--- src/design/ternary_dot_product_accumulator_defines.svh ---
// ----------------------------------------------------------------------------
// Ternary dot-product accumulator assertion macros
// Shared concurrent assertion forms, reset-qualified on an active-low reset.
// ----------------------------------------------------------------------------
`ifndef TERNARY_DOT_PRODUCT_ACCUMULATOR_DEFINES_SVH
`define TERNARY_DOT_PRODUCT_ACCUMULATOR_DEFINES_SVH

// Same-cycle implication.
`define TDPA_ASSERT_IMPL(label, clk, rst_n, ante, cons) \
  label: assert property (@(posedge clk) disable iff (!rst_n) (ante) |-> (cons)) \
    else $error("tdpa: same-cycle check failed");

// Next-cycle implication.
`define TDPA_ASSERT_NEXT(label, clk, rst_n, ante, cons) \
  label: assert property (@(posedge clk) disable iff (!rst_n) (ante) |=> (cons)) \
    else $error("tdpa: next-cycle check failed");

`endif

--- src/design/tdpa_pkg.sv ---
// ----------------------------------------------------------------------------
// Ternary dot-product accumulator package
// Widths, weight codes, queue types and the per-lane term function.
// ----------------------------------------------------------------------------
package tdpa_pkg;

  localparam int unsigned Lanes   = 4;
  localparam int unsigned CodeW   = 2;
  localparam int unsigned WeightW = Lanes * CodeW;
  localparam int unsigned ActW    = 8;
  localparam int unsigned TermW   = ActW + 1;
  // Four terms of at most 128 in magnitude fit in ActW + 3 signed bits.
  localparam int unsigned GroupW  = ActW + 3;
  localparam int unsigned AccW    = 32;

  // Queue between the front and back parts.
  localparam int unsigned QDepth  = 2;
  localparam int unsigned QPtrW   = 1;
  localparam int unsigned QCntW   = 2;

  // Ternary weight codes; the other two codes contribute nothing.
  localparam logic [CodeW-1:0] CodeAdd = 2'd1;
  localparam logic [CodeW-1:0] CodeSub = 2'd2;

  typedef logic signed [ActW-1:0]   act_t;
  typedef logic signed [TermW-1:0]  term_t;
  typedef logic signed [GroupW-1:0] group_t;
  typedef logic signed [AccW-1:0]   acc_t;

  // One classified request as it waits in the queue.
  typedef struct packed {
    group_t group_sum;
    logic   last;
  } q_entry_t;

  // Queue status seen by both sides.
  typedef struct packed {
    logic full;
    logic empty;
  } q_stat_t;

  // Signed contribution of one lane.
  function automatic term_t lane_term(input logic [CodeW-1:0] code, input act_t act);
    term_t ext;
    term_t res;
    ext = {act[ActW-1], act};
    unique case (code)
      CodeAdd: res = ext;
      CodeSub: res = -ext;
      default: res = '0;
    endcase
    return res;
  endfunction

endpackage

--- src/design/tdpa_in_if.sv ---
// ----------------------------------------------------------------------------
// Input channel interface
// Valid/ready channel carrying one weight byte and four activations.
// ----------------------------------------------------------------------------
interface tdpa_in_if;
  logic                       valid;
  logic                       ready;
  logic [tdpa_pkg::WeightW-1:0] weight_byte;
  tdpa_pkg::act_t             act_lane0;
  tdpa_pkg::act_t             act_lane1;
  tdpa_pkg::act_t             act_lane2;
  tdpa_pkg::act_t             act_lane3;
  logic                       last_group;

  modport source (
    output valid, weight_byte, act_lane0, act_lane1, act_lane2, act_lane3, last_group,
    input  ready
  );

  modport sink (
    input  valid, weight_byte, act_lane0, act_lane1, act_lane2, act_lane3, last_group,
    output ready
  );
endinterface

--- src/design/tdpa_out_if.sv ---
// ----------------------------------------------------------------------------
// Output channel interface
// Valid/ready channel carrying one finished dot product.
// ----------------------------------------------------------------------------
interface tdpa_out_if;
  logic           valid;
  logic           ready;
  tdpa_pkg::acc_t dot_sum;

  modport source (
    output valid, dot_sum,
    input  ready
  );

  modport sink (
    input  valid, dot_sum,
    output ready
  );
endinterface

--- src/design/tdpa_front.sv ---
// ----------------------------------------------------------------------------
// Front part
// Accepts requests, decodes the four ternary codes and reduces each group
// of four activations to one narrow signed partial sum for the queue.
// ----------------------------------------------------------------------------
module tdpa_front (
  tdpa_in_if.sink              in_i,
  input  tdpa_pkg::q_stat_t    q_stat_i,
  output logic                 push_o,
  output tdpa_pkg::q_entry_t   entry_o
);

  tdpa_pkg::act_t  acts [tdpa_pkg::Lanes];
  tdpa_pkg::term_t terms [tdpa_pkg::Lanes];
  tdpa_pkg::group_t group_sum;

  // A request is taken whenever the queue has room.
  assign in_i.ready = !q_stat_i.full;
  assign push_o     = in_i.valid && !q_stat_i.full;

  assign acts[0] = in_i.act_lane0;
  assign acts[1] = in_i.act_lane1;
  assign acts[2] = in_i.act_lane2;
  assign acts[3] = in_i.act_lane3;

  // Decode each lane's code and add the four terms.
  always_comb begin
    group_sum = '0;
    for (int i = 0; i < tdpa_pkg::Lanes; i++) begin
      terms[i]  = tdpa_pkg::lane_term(
                    in_i.weight_byte[i*tdpa_pkg::CodeW +: tdpa_pkg::CodeW], acts[i]);
      group_sum = group_sum + tdpa_pkg::group_t'(terms[i]);
    end
  end

  assign entry_o.group_sum = group_sum;
  assign entry_o.last      = in_i.last_group;

endmodule

--- src/design/tdpa_queue.sv ---
// ----------------------------------------------------------------------------
// Decoupling queue
// Two-entry first-in first-out store between the front and back parts.
// ----------------------------------------------------------------------------
module tdpa_queue (
  input  logic                 clk_i,
  input  logic                 rst_ni,
  input  logic                 push_i,
  input  tdpa_pkg::q_entry_t   entry_i,
  input  logic                 pop_i,
  output tdpa_pkg::q_entry_t   entry_o,
  output tdpa_pkg::q_stat_t    stat_o
);

  tdpa_pkg::q_entry_t          mem_q [tdpa_pkg::QDepth];
  logic [tdpa_pkg::QPtrW-1:0]  wr_ptr_q, wr_ptr_d;
  logic [tdpa_pkg::QPtrW-1:0]  rd_ptr_q, rd_ptr_d;
  logic [tdpa_pkg::QCntW-1:0]  count_q, count_d;
  logic                        do_push, do_pop;

  assign stat_o.full  = (count_q == tdpa_pkg::QCntW'(tdpa_pkg::QDepth));
  assign stat_o.empty = (count_q == '0);

  assign do_push = push_i && !stat_o.full;
  assign do_pop  = pop_i && !stat_o.empty;

  // Pointer and fill count update.
  always_comb begin
    wr_ptr_d = do_push ? wr_ptr_q + 1'b1 : wr_ptr_q;
    rd_ptr_d = do_pop  ? rd_ptr_q + 1'b1 : rd_ptr_q;
    count_d  = count_q;
    if (do_push && !do_pop) begin
      count_d = count_q + 1'b1;
    end else if (do_pop && !do_push) begin
      count_d = count_q - 1'b1;
    end
  end

  always_ff @(posedge clk_i or negedge rst_ni) begin
    if (!rst_ni) begin
      wr_ptr_q <= '0;
      rd_ptr_q <= '0;
      count_q  <= '0;
    end else begin
      wr_ptr_q <= wr_ptr_d;
      rd_ptr_q <= rd_ptr_d;
      count_q  <= count_d;
    end
  end

  // Entry storage needs no reset.
  always_ff @(posedge clk_i) begin
    if (do_push) begin
      mem_q[wr_ptr_q] <= entry_i;
    end
  end

  assign entry_o = mem_q[rd_ptr_q];

endmodule

--- src/design/tdpa_back.sv ---
// ----------------------------------------------------------------------------
// Back part
// Drains partial sums from the queue into the 32-bit accumulator and holds
// each finished dot product in an output register until it is taken.
// ----------------------------------------------------------------------------
module tdpa_back (
  input  logic                 clk_i,
  input  logic                 rst_ni,
  input  tdpa_pkg::q_stat_t    q_stat_i,
  input  tdpa_pkg::q_entry_t   entry_i,
  output logic                 pop_o,
  tdpa_out_if.source           out_o
);

  tdpa_pkg::acc_t acc_q, acc_d;
  tdpa_pkg::acc_t sum_q, sum_d;
  logic           valid_q, valid_d;
  tdpa_pkg::acc_t new_sum;
  logic           slot_free;

  // The output slot can take a result if empty or emptying this cycle.
  assign slot_free = !valid_q || out_o.ready;
  // Partial groups never need the slot; the last group waits for it.
  assign pop_o     = !q_stat_i.empty && (!entry_i.last || slot_free);

  // The group sum is signed, so the cast sign-extends it to the accumulator.
  assign new_sum = acc_q + tdpa_pkg::acc_t'(entry_i.group_sum);

  // Accumulate, and on the last group load the output register and clear.
  always_comb begin
    acc_d   = acc_q;
    sum_d   = sum_q;
    valid_d = valid_q && !out_o.ready;
    if (pop_o) begin
      if (entry_i.last) begin
        acc_d   = '0;
        sum_d   = new_sum;
        valid_d = 1'b1;
      end else begin
        acc_d = new_sum;
      end
    end
  end

  always_ff @(posedge clk_i or negedge rst_ni) begin
    if (!rst_ni) begin
      acc_q   <= '0;
      valid_q <= 1'b0;
    end else begin
      acc_q   <= acc_d;
      valid_q <= valid_d;
    end
  end

  always_ff @(posedge clk_i) begin
    sum_q <= sum_d;
  end

  assign out_o.valid   = valid_q;
  assign out_o.dot_sum = sum_q;

endmodule

--- src/design/ternary_dot_product_accumulator.sv ---
// ----------------------------------------------------------------------------
// Ternary dot-product accumulator
// Streams packed ternary weights against int8 activations into a wrapping
// 32-bit sum and emits one result per dot product.
// ----------------------------------------------------------------------------
// The block takes one request per clock cycle, each a weight byte with four
// 2-bit codes and four signed activations, and sustains that rate as long as
// the result side keeps up; only requests marked last_group produce a result.
// A finished sum becomes valid on the output after its last request is
// accepted: the request is written into the two-entry queue behind the
// decode logic, and the back part then pops it and loads the output
// register. While a result waits in the output register, the back part
// keeps accumulating requests of the next dot product, and only a second
// last_group stalls it, after which the queue fills and the input
// deasserts ready. The sum wraps modulo 2^32 and clears after each result.
module ternary_dot_product_accumulator (
  input  logic        clk_i,
  input  logic        rst_ni,
  tdpa_in_if.sink     in_i,
  tdpa_out_if.source  out_o
);

`include "ternary_dot_product_accumulator_defines.svh"

  tdpa_pkg::q_stat_t  q_stat;
  tdpa_pkg::q_entry_t push_entry;
  tdpa_pkg::q_entry_t pop_entry;
  logic               push;
  logic               pop;

  tdpa_front u_front (
    .in_i     (in_i),
    .q_stat_i (q_stat),
    .push_o   (push),
    .entry_o  (push_entry)
  );

  tdpa_queue u_queue (
    .clk_i   (clk_i),
    .rst_ni  (rst_ni),
    .push_i  (push),
    .entry_i (push_entry),
    .pop_i   (pop),
    .entry_o (pop_entry),
    .stat_o  (q_stat)
  );

  tdpa_back u_back (
    .clk_i    (clk_i),
    .rst_ni   (rst_ni),
    .q_stat_i (q_stat),
    .entry_i  (pop_entry),
    .pop_o    (pop),
    .out_o    (out_o)
  );

  // The queue is never reported full and empty at once.
  `TDPA_ASSERT_IMPL(a_q_stat_sane, clk_i, rst_ni, 1'b1, !(q_stat.full && q_stat.empty))
  // An accepted request is in the queue on the next cycle.
  `TDPA_ASSERT_NEXT(a_push_lands, clk_i, rst_ni, in_i.valid && in_i.ready, !q_stat.empty)
  // A last group is never drained over a stalled, occupied output register.
  `TDPA_ASSERT_IMPL(a_no_overwrite, clk_i, rst_ni, out_o.valid && !out_o.ready,
                    !(pop && pop_entry.last))

endmodule
--- src/flat_wrapper.sv ---
// flat-port wrapper written by rule: the top's interface ports become plain ports
module ternary_dot_product_accumulator_flat 
  (clk_i, rst_ni, in_i_valid, in_i_weight_byte, in_i_act_lane0, in_i_act_lane1, in_i_act_lane2, in_i_act_lane3, in_i_last_group, in_i_ready, out_o_valid, out_o_dot_sum, out_o_ready);
  tdpa_in_if in_i_i ();
  tdpa_out_if out_o_i ();
  input  logic clk_i;
  input  logic rst_ni;
  input wire logic [$bits(in_i_i.valid)-1:0] in_i_valid;
  input wire logic [$bits(in_i_i.weight_byte)-1:0] in_i_weight_byte;
  input wire logic [$bits(in_i_i.act_lane0)-1:0] in_i_act_lane0;
  input wire logic [$bits(in_i_i.act_lane1)-1:0] in_i_act_lane1;
  input wire logic [$bits(in_i_i.act_lane2)-1:0] in_i_act_lane2;
  input wire logic [$bits(in_i_i.act_lane3)-1:0] in_i_act_lane3;
  input wire logic [$bits(in_i_i.last_group)-1:0] in_i_last_group;
  output wire logic [$bits(in_i_i.ready)-1:0] in_i_ready;
  output wire logic [$bits(out_o_i.valid)-1:0] out_o_valid;
  output wire logic [$bits(out_o_i.dot_sum)-1:0] out_o_dot_sum;
  input wire logic [$bits(out_o_i.ready)-1:0] out_o_ready;
  assign in_i_i.valid = in_i_valid;
  assign in_i_i.weight_byte = in_i_weight_byte;
  assign in_i_i.act_lane0 = in_i_act_lane0;
  assign in_i_i.act_lane1 = in_i_act_lane1;
  assign in_i_i.act_lane2 = in_i_act_lane2;
  assign in_i_i.act_lane3 = in_i_act_lane3;
  assign in_i_i.last_group = in_i_last_group;
  assign in_i_ready = in_i_i.ready;
  assign out_o_valid = out_o_i.valid;
  assign out_o_dot_sum = out_o_i.dot_sum;
  assign out_o_i.ready = out_o_ready;
  ternary_dot_product_accumulator u_core (.clk_i(clk_i), .rst_ni(rst_ni), .in_i(in_i_i), .out_o(out_o_i));
endmodule
--- config.mk ---
export PLATFORM = sky130hd
export DESIGN_NAME = ternary_dot_product_accumulator_flat
export DESIGN_NICKNAME = d
export VERILOG_FILES = /design/src/design/tdpa_pkg.sv /design/src/design/tdpa_in_if.sv /design/src/design/tdpa_out_if.sv /design/src/design/tdpa_front.sv /design/src/design/tdpa_queue.sv /design/src/design/tdpa_back.sv /design/src/design/ternary_dot_product_accumulator.sv /design/src/flat_wrapper.sv
export VERILOG_INCLUDE_DIRS = /design/src /design/src/design
export SDC_FILE = /design/constraint.sdc
export NUM_CORES = 1
export LEC_CHECK = 0
export BUFFER_PORTS_ARGS = -buffer_cell sky130_fd_sc_hd__buf_2
export CAP_MARGIN = 20
export CORE_ASPECT_RATIO = 1.4
export CORE_UTILIZATION = 55
export DETAILED_ROUTE_END_ITERATION = 10
export PLACE_DENSITY_LB_ADDON = 0.1
export SLEW_MARGIN = 5
export SYNTH_ARGS = -nofsm -noshare
export SYNTH_HDL_FRONTEND = slang
export SYNTH_SLANG_ARGS = --single-unit
export TNS_END_PERCENT = 30
--- constraint.sdc ---
create_clock -name clk_i -period 5 [get_ports clk_i]
set_clock_uncertainty 0.2 [all_clocks]
set_input_delay 0.5 -clock clk_i [delete_from_list [all_inputs] [get_ports clk_i]]
set_output_delay 0.5 -clock clk_i [all_outputs]
set_load 0.05 [all_outputs]
# --- Word level (Yosys, flattened, before mapping) ---
# Memories as Yosys holds them, arrays and structs flattened.
# Cells that the tools add are included.
op_classes:
  add_sub_neg: 12
  mul: 0
  n_div: 0
  magnitude_cmp: 0
  n_eq_ne: 9
  n_shift: 0
  n_mux: 11
  n_bitwise: 0
  n_reduce_logical: 19
op_table:
  columns: ["cell", "count"]
  rows:
  - ["9-bit one-hot mux with 2 select lines", 4]
  - ["8-bit negator with 9-bit output", 4]
  - ["32-bit by 11-bit adder with 32-bit output", 1]
  - ["32-bit two-way mux", 1]
  - ["10-bit by 9-bit adder with 11-bit output", 1]
  - ["11-bit by 9-bit adder with 11-bit output", 1]
  - ["9-bit by 9-bit adder with 10-bit output", 1]
  - ["2-bit equality test (second input constant)", 5]
  - ["2-bit by 1-bit equality test with 1-bit output (second input constant)", 4]
  - ["1-bit logical AND", 7]
  - ["1-bit zero test", 7]
  - ["1-bit two-way mux", 4]
  - ["2-bit two-way mux", 2]
  - ["1-bit adder (second input constant)", 2]
  - ["2-bit by 1-bit adder with 2-bit output (second input constant)", 1]
  - ["2-bit zero test", 1]
  - ["1-bit logical OR", 2]
  - ["2-bit AND reduction", 1]
  - ["2-bit nonzero test", 1]
  - ["2-bit by 1-bit subtractor with 2-bit output (second input constant)", 1]
totals:
  regBits: 69
  latch_bits: 0
  ram_bits: 24
  mem_bits_ro: 0
  input_bits: 45
  output_inout_bits: 34
  wordCells: 58
  mem_count: 1
mem_list:
  columns: ["name", "depth", "width", "rd", "rd_clocked_by_memory_dff", "wr", "line", "text"]
  rows:
  - ["u_core.u_queue.mem_q", 2, 12, 1, 0, 1, "tdpa_queue.sv:15", "tdpa_pkg::q_entry_t mem_q [tdpa_pkg::QDepth];"]

# --- Depth between registers and ports, before layout ---
logic_depth:
  ltp_word: 8
  mapped_depth: 20
  depth_no_buf: 19

# --- Cells and area by module ---
# From an unflattened synthesis, not the netlist that was laid out.
unflattened:
  hier_cells: 755
  hier_area_um2: 7241.9
by_module_without_submodules:
  columns: ["mod", "n_inst", "cells_each", "area_each_um2"]
  rows:
  - ["tdpa_back", 1, 396, 4070.2]
  - ["tdpa_front", 1, 303, 2072.0]
  - ["tdpa_queue", 1, 56, 1099.8]

# --- Worst setup path before layout ---
# No wires, ideal clock.
synth_path:
  kind: "in2reg"
  from: "input port in_i_weight_byte[5]"
  to: "memory u_core.u_queue.mem_q[0][11] in the netlist's numbering (data pin)"
  setup_ns: 0.264
  t_arrival_ns: 3.856
  required_time_ns: 4.536
  setup_slack_ns: 0.680
  stages: 19
  path_cell_list: "inv_1 ha_1 clkbuf_1 a21o_1 a22oi_1 nor2_1 fa_1 inv_1 fa_1 inv_1 ha_1 a21o_1 a21oi_1 o21ai_1 a21oi_1 o21ai_1 a21o_1 a21oi_1 xnor2_1"
synth_rtl:
  columns: ["element", "line", "text"]
  rows:
  - ["from (decl)", "flat_wrapper.sv:9", "input wire logic [$bits(in_i_i.weight_byte)-1:0] in_i_weight_byte;"]
  - ["to (decl)", "tdpa_queue.sv:15", null]

==> run metrics <==
first-pass GRT wire length=23100 µm; initial antenna violation count=0; Rows=47; min Tclk post-route=roughly 4.4 ns; Clk pin slew, worst setup/hold paths=~0.070 ns; largest net degree at the start of global routing=38; GP Congestion=0.953; synthesized net count=800; count of cell types in the netlist=just over 60; mean area per synthesized cell=9.95 µm²; GR Overflow Total=0; Critical Path AT=approximately 4.3 ns; status=finished clean; core area=~0.012 mm²; Hold Path Class=in2async; area added between synthesis and finish=11.5%; dpl ws=~0.24 ns; RR Startpoint=u_core.u_queue.rd_ptr_q; via/cell ratio=5.85; Global Route Usage Sum=0.231; Setup TNS=0 ns; Max stage delay cell, worst path=fa_1; IO Port Bufs=a little under 80; clock root buffer=clkbuf_16; ys async rst share=0.398; Post CTS Setup Buffer Count=0; wire length per cell=around 16 µm; TritonCTS clock tree=yes; synthesized cell area=about 0.0068 mm²; EDFF count, synth=between 50 and 60; H-tree depth=3; Slew Limit Headroom=0.353; Pleak=~3.4 nW; Num CTS Buffers=9; clk_lat worst skew=~0.34 ns; Req. time, crit path=4.88 ns; Final WS setup=0.553 ns; crit-path max FO=4; ys flop type=edfxtp_1; Multi-input gate area=0.00385 mm²; Max Freq=approximately 0.22 GHz; vias in the first global route=5172; Die Height=between 100 and 150 µm; routed vias=5258; post-DP HPWL=10800 µm; RR Endpoint=u_core.u_back.out_o.dot_sum[25]; Max Slew Vio Count=0; Slew @ Worst Pin=0.966 ns; Critical Path Max Stage Delay=0.61 ns; top-level I/O count=slightly below 80; worst r2r path cells=11; Setup violations, final=0; share of the synthesized area in the top cell type=0.248; Critical Path Sink Type=flip-flop; final period utilization=0.889; Synth Register Bits=93; die area=approximately 0.013 mm²; Worst R2R Setup Slack=between 1 and 1.5 ns; CP Class=in2reg; Post-Synthesis Cells=slightly below 700; PwrDens=about 740 mW/mm²; CP Launch Type=primary input; post-cts resize count=0; maximum VDD drop=0.288 mV; DRC violations left=0; Routed Antenna Nets=0; fin nets=866; synth cell count leaders=edfxtp_1 (56), inv_1 (56), ha_1 (54), a21oi_1 (51), nand2_1 (51); final hold vios=0; die width=95.8 µm; Cell Chain, Critical Path=buf_2, or3_1, or3_1, nor4_1, o21ai_0, o21ai_0, nand2_1, fa_1, inv_1, fa_1, ha_1, a21oi_1, o21ai_1, a21o_1, a21oi_1, xnor2_1; DRT Pass-1 Iters=4; RSZ-0062 raised after global routing=no; clock sinks=93; share of layout cells above drive strength 1=0.172; # fillers=1015; antenna cell count=0; DRT Wirelength=roughly 14000 µm; Hold-fix buffers, CTS=0; synth warn=0; area leader, netlist=edfxtp_1; register area=~0.0026 mm²; share of the yosys chip area belonging to registers=0.385; initial core utilization=0.568; Clock Path Buffers=2; Max Cap Viol=0; top cells by area, synth=edfxtp_1 (25%), dfrtp_1 (14%), ha_1 (10%), fa_1 (5.9%), a21oi_1 (3.8%); Iter 0 DRT Violations=249
## worst max-delay path: cells and delay by family
family,cells,cell delay [ns]
AOI/OAI and AO/OA,6,0.82
xor gates and xnor gates,1,0.11
adders and majority gates,3,1.45
and+or+nand+nor,4,1.24
buffers and inverters,2,0.20
## worst max-delay path by stage
stage,to,from,depth (start not counted)
after floorplan,u_core.u_queue.mem_q[0][11],in_i_weight_byte[5],19
after global routing,u_core.u_queue.mem_q[0][11],in_i_weight_byte[2],19
after global placement,u_core.u_queue.mem_q[0][11],in_i_weight_byte[2],19
after detailed placement,u_core.u_queue.mem_q[0][11],in_i_weight_byte[2],19
after CTS,u_core.u_queue.mem_q[0][11],in_i_act_lane3[2],16
final,u_core.u_queue.mem_q[0][11],in_i_act_lane3[2],16
## per-stage QoR
step	instances	cell area, µm²	power, W	util	hold WS, ns
2_1_floorplan	681	6780	0.00422	-	0.00441
3_3_place_gp	883	7280	0.00484	0.610	0.276
3_5_place_dp	883	7280	0.00494	0.610	0.289
4_1_cts	899	7560	0.00558	0.633	0.126
5_1_grt	899	7560	0.00596	0.633	0.143
6_report	899	7560	0.00557	0.633	0.0887
## report_power, final
group / switching (W) / total, W / leakage [nW] / internal (W)
Sequential: 0.000136 / 0.00149 / 1.00 / 0.00136
Combinational: 0.00222 / 0.00345 / 2.29 / 0.00123
Clock: 0.000285 / 0.000623 / 0.136 / 0.000338
## area by class of cell
class / instances / area share
inverter: 56 / 0.0278
clock buffer: 9 / 0.0298
timing repair buffer: 83 / 0.0566
sequential: 93 / 0.345
multi-input combinational: 504 / 0.510
tap: 147 / 0.0243
clock inverter: 7 / 0.00646
## per-layer routing
metal | GRT usage | part of all wire | up-vias
li1 | - | - | 2589
met1 | 0.248 | 0.40 | 2487
met2 | 0.429 | 0.54 | 146
met3 | 0.0331 | 0.029 | 36
met4 | 0.115 | 0.038 | 0
met5 | 0 | 0 | -
## logic make-up (layout without fill, tap and decap cells)
| group | after synthesis | after routing | share of synthesized area |
|---|---|---|---|
| flip-flops | 93 | 93 | 0.385 |
| AO/OA/AOI/OAI | 197 | 197 | 0.198 |
| buffers and inverters | 84 | 155 | 0.0478 |
| AND/OR/NAND/NOR | 170 | 170 | 0.123 |
| adder cells (fa/ha/maj) | 74 | 74 | 0.159 |
| multiplexers | 17 | 17 | 0.0275 |
| XOR/XNOR | 46 | 46 | 0.0606 |
## sequential cells by signal, summed over array words and instances, names as in the netlist
| register | cells |
|---|---|
| u_core.u_back.out_o.dot_sum | 32 |
| u_core.u_queue.wr_ptr_q | 1 |
| u_core.u_queue.count_q | 2 |
| u_core.u_back.acc_q | 32 |
| u_core.u_back.out_o.valid | 1 |
| u_core.u_queue.rd_ptr_q | 1 |
| u_core.u_queue.mem_q | 24 |
## cells in the final DEF (no fill, tap or decap), types with 4 or more instances in the layout
master     count
o21ai_0       30
fa_1          20
o21ai_1        9
o211ai_1       5
a22o_1        28
xnor2_1       24
a22oi_1       10
nor2_1        40
nor2b_1        8
or3_1          6
or2_2          4
o21a_1         7
a21oi_1       51
nor3_1        14
nand4_1       12
a31oi_1        4
nor4_1         4
buf_2         78
xor2_1        21
nand2_1       51
inv_1         56
edfxtp_1      56
mux2_2        13
mux2i_1        4
nand3_1        6
a21o_1        22
buf_4          5
ha_1          54
nand3b_1       5
nand2b_1       7
dfrtp_1       37
clkbuf_16      9
No activity file was read; power rests on OpenSTA's default activity.
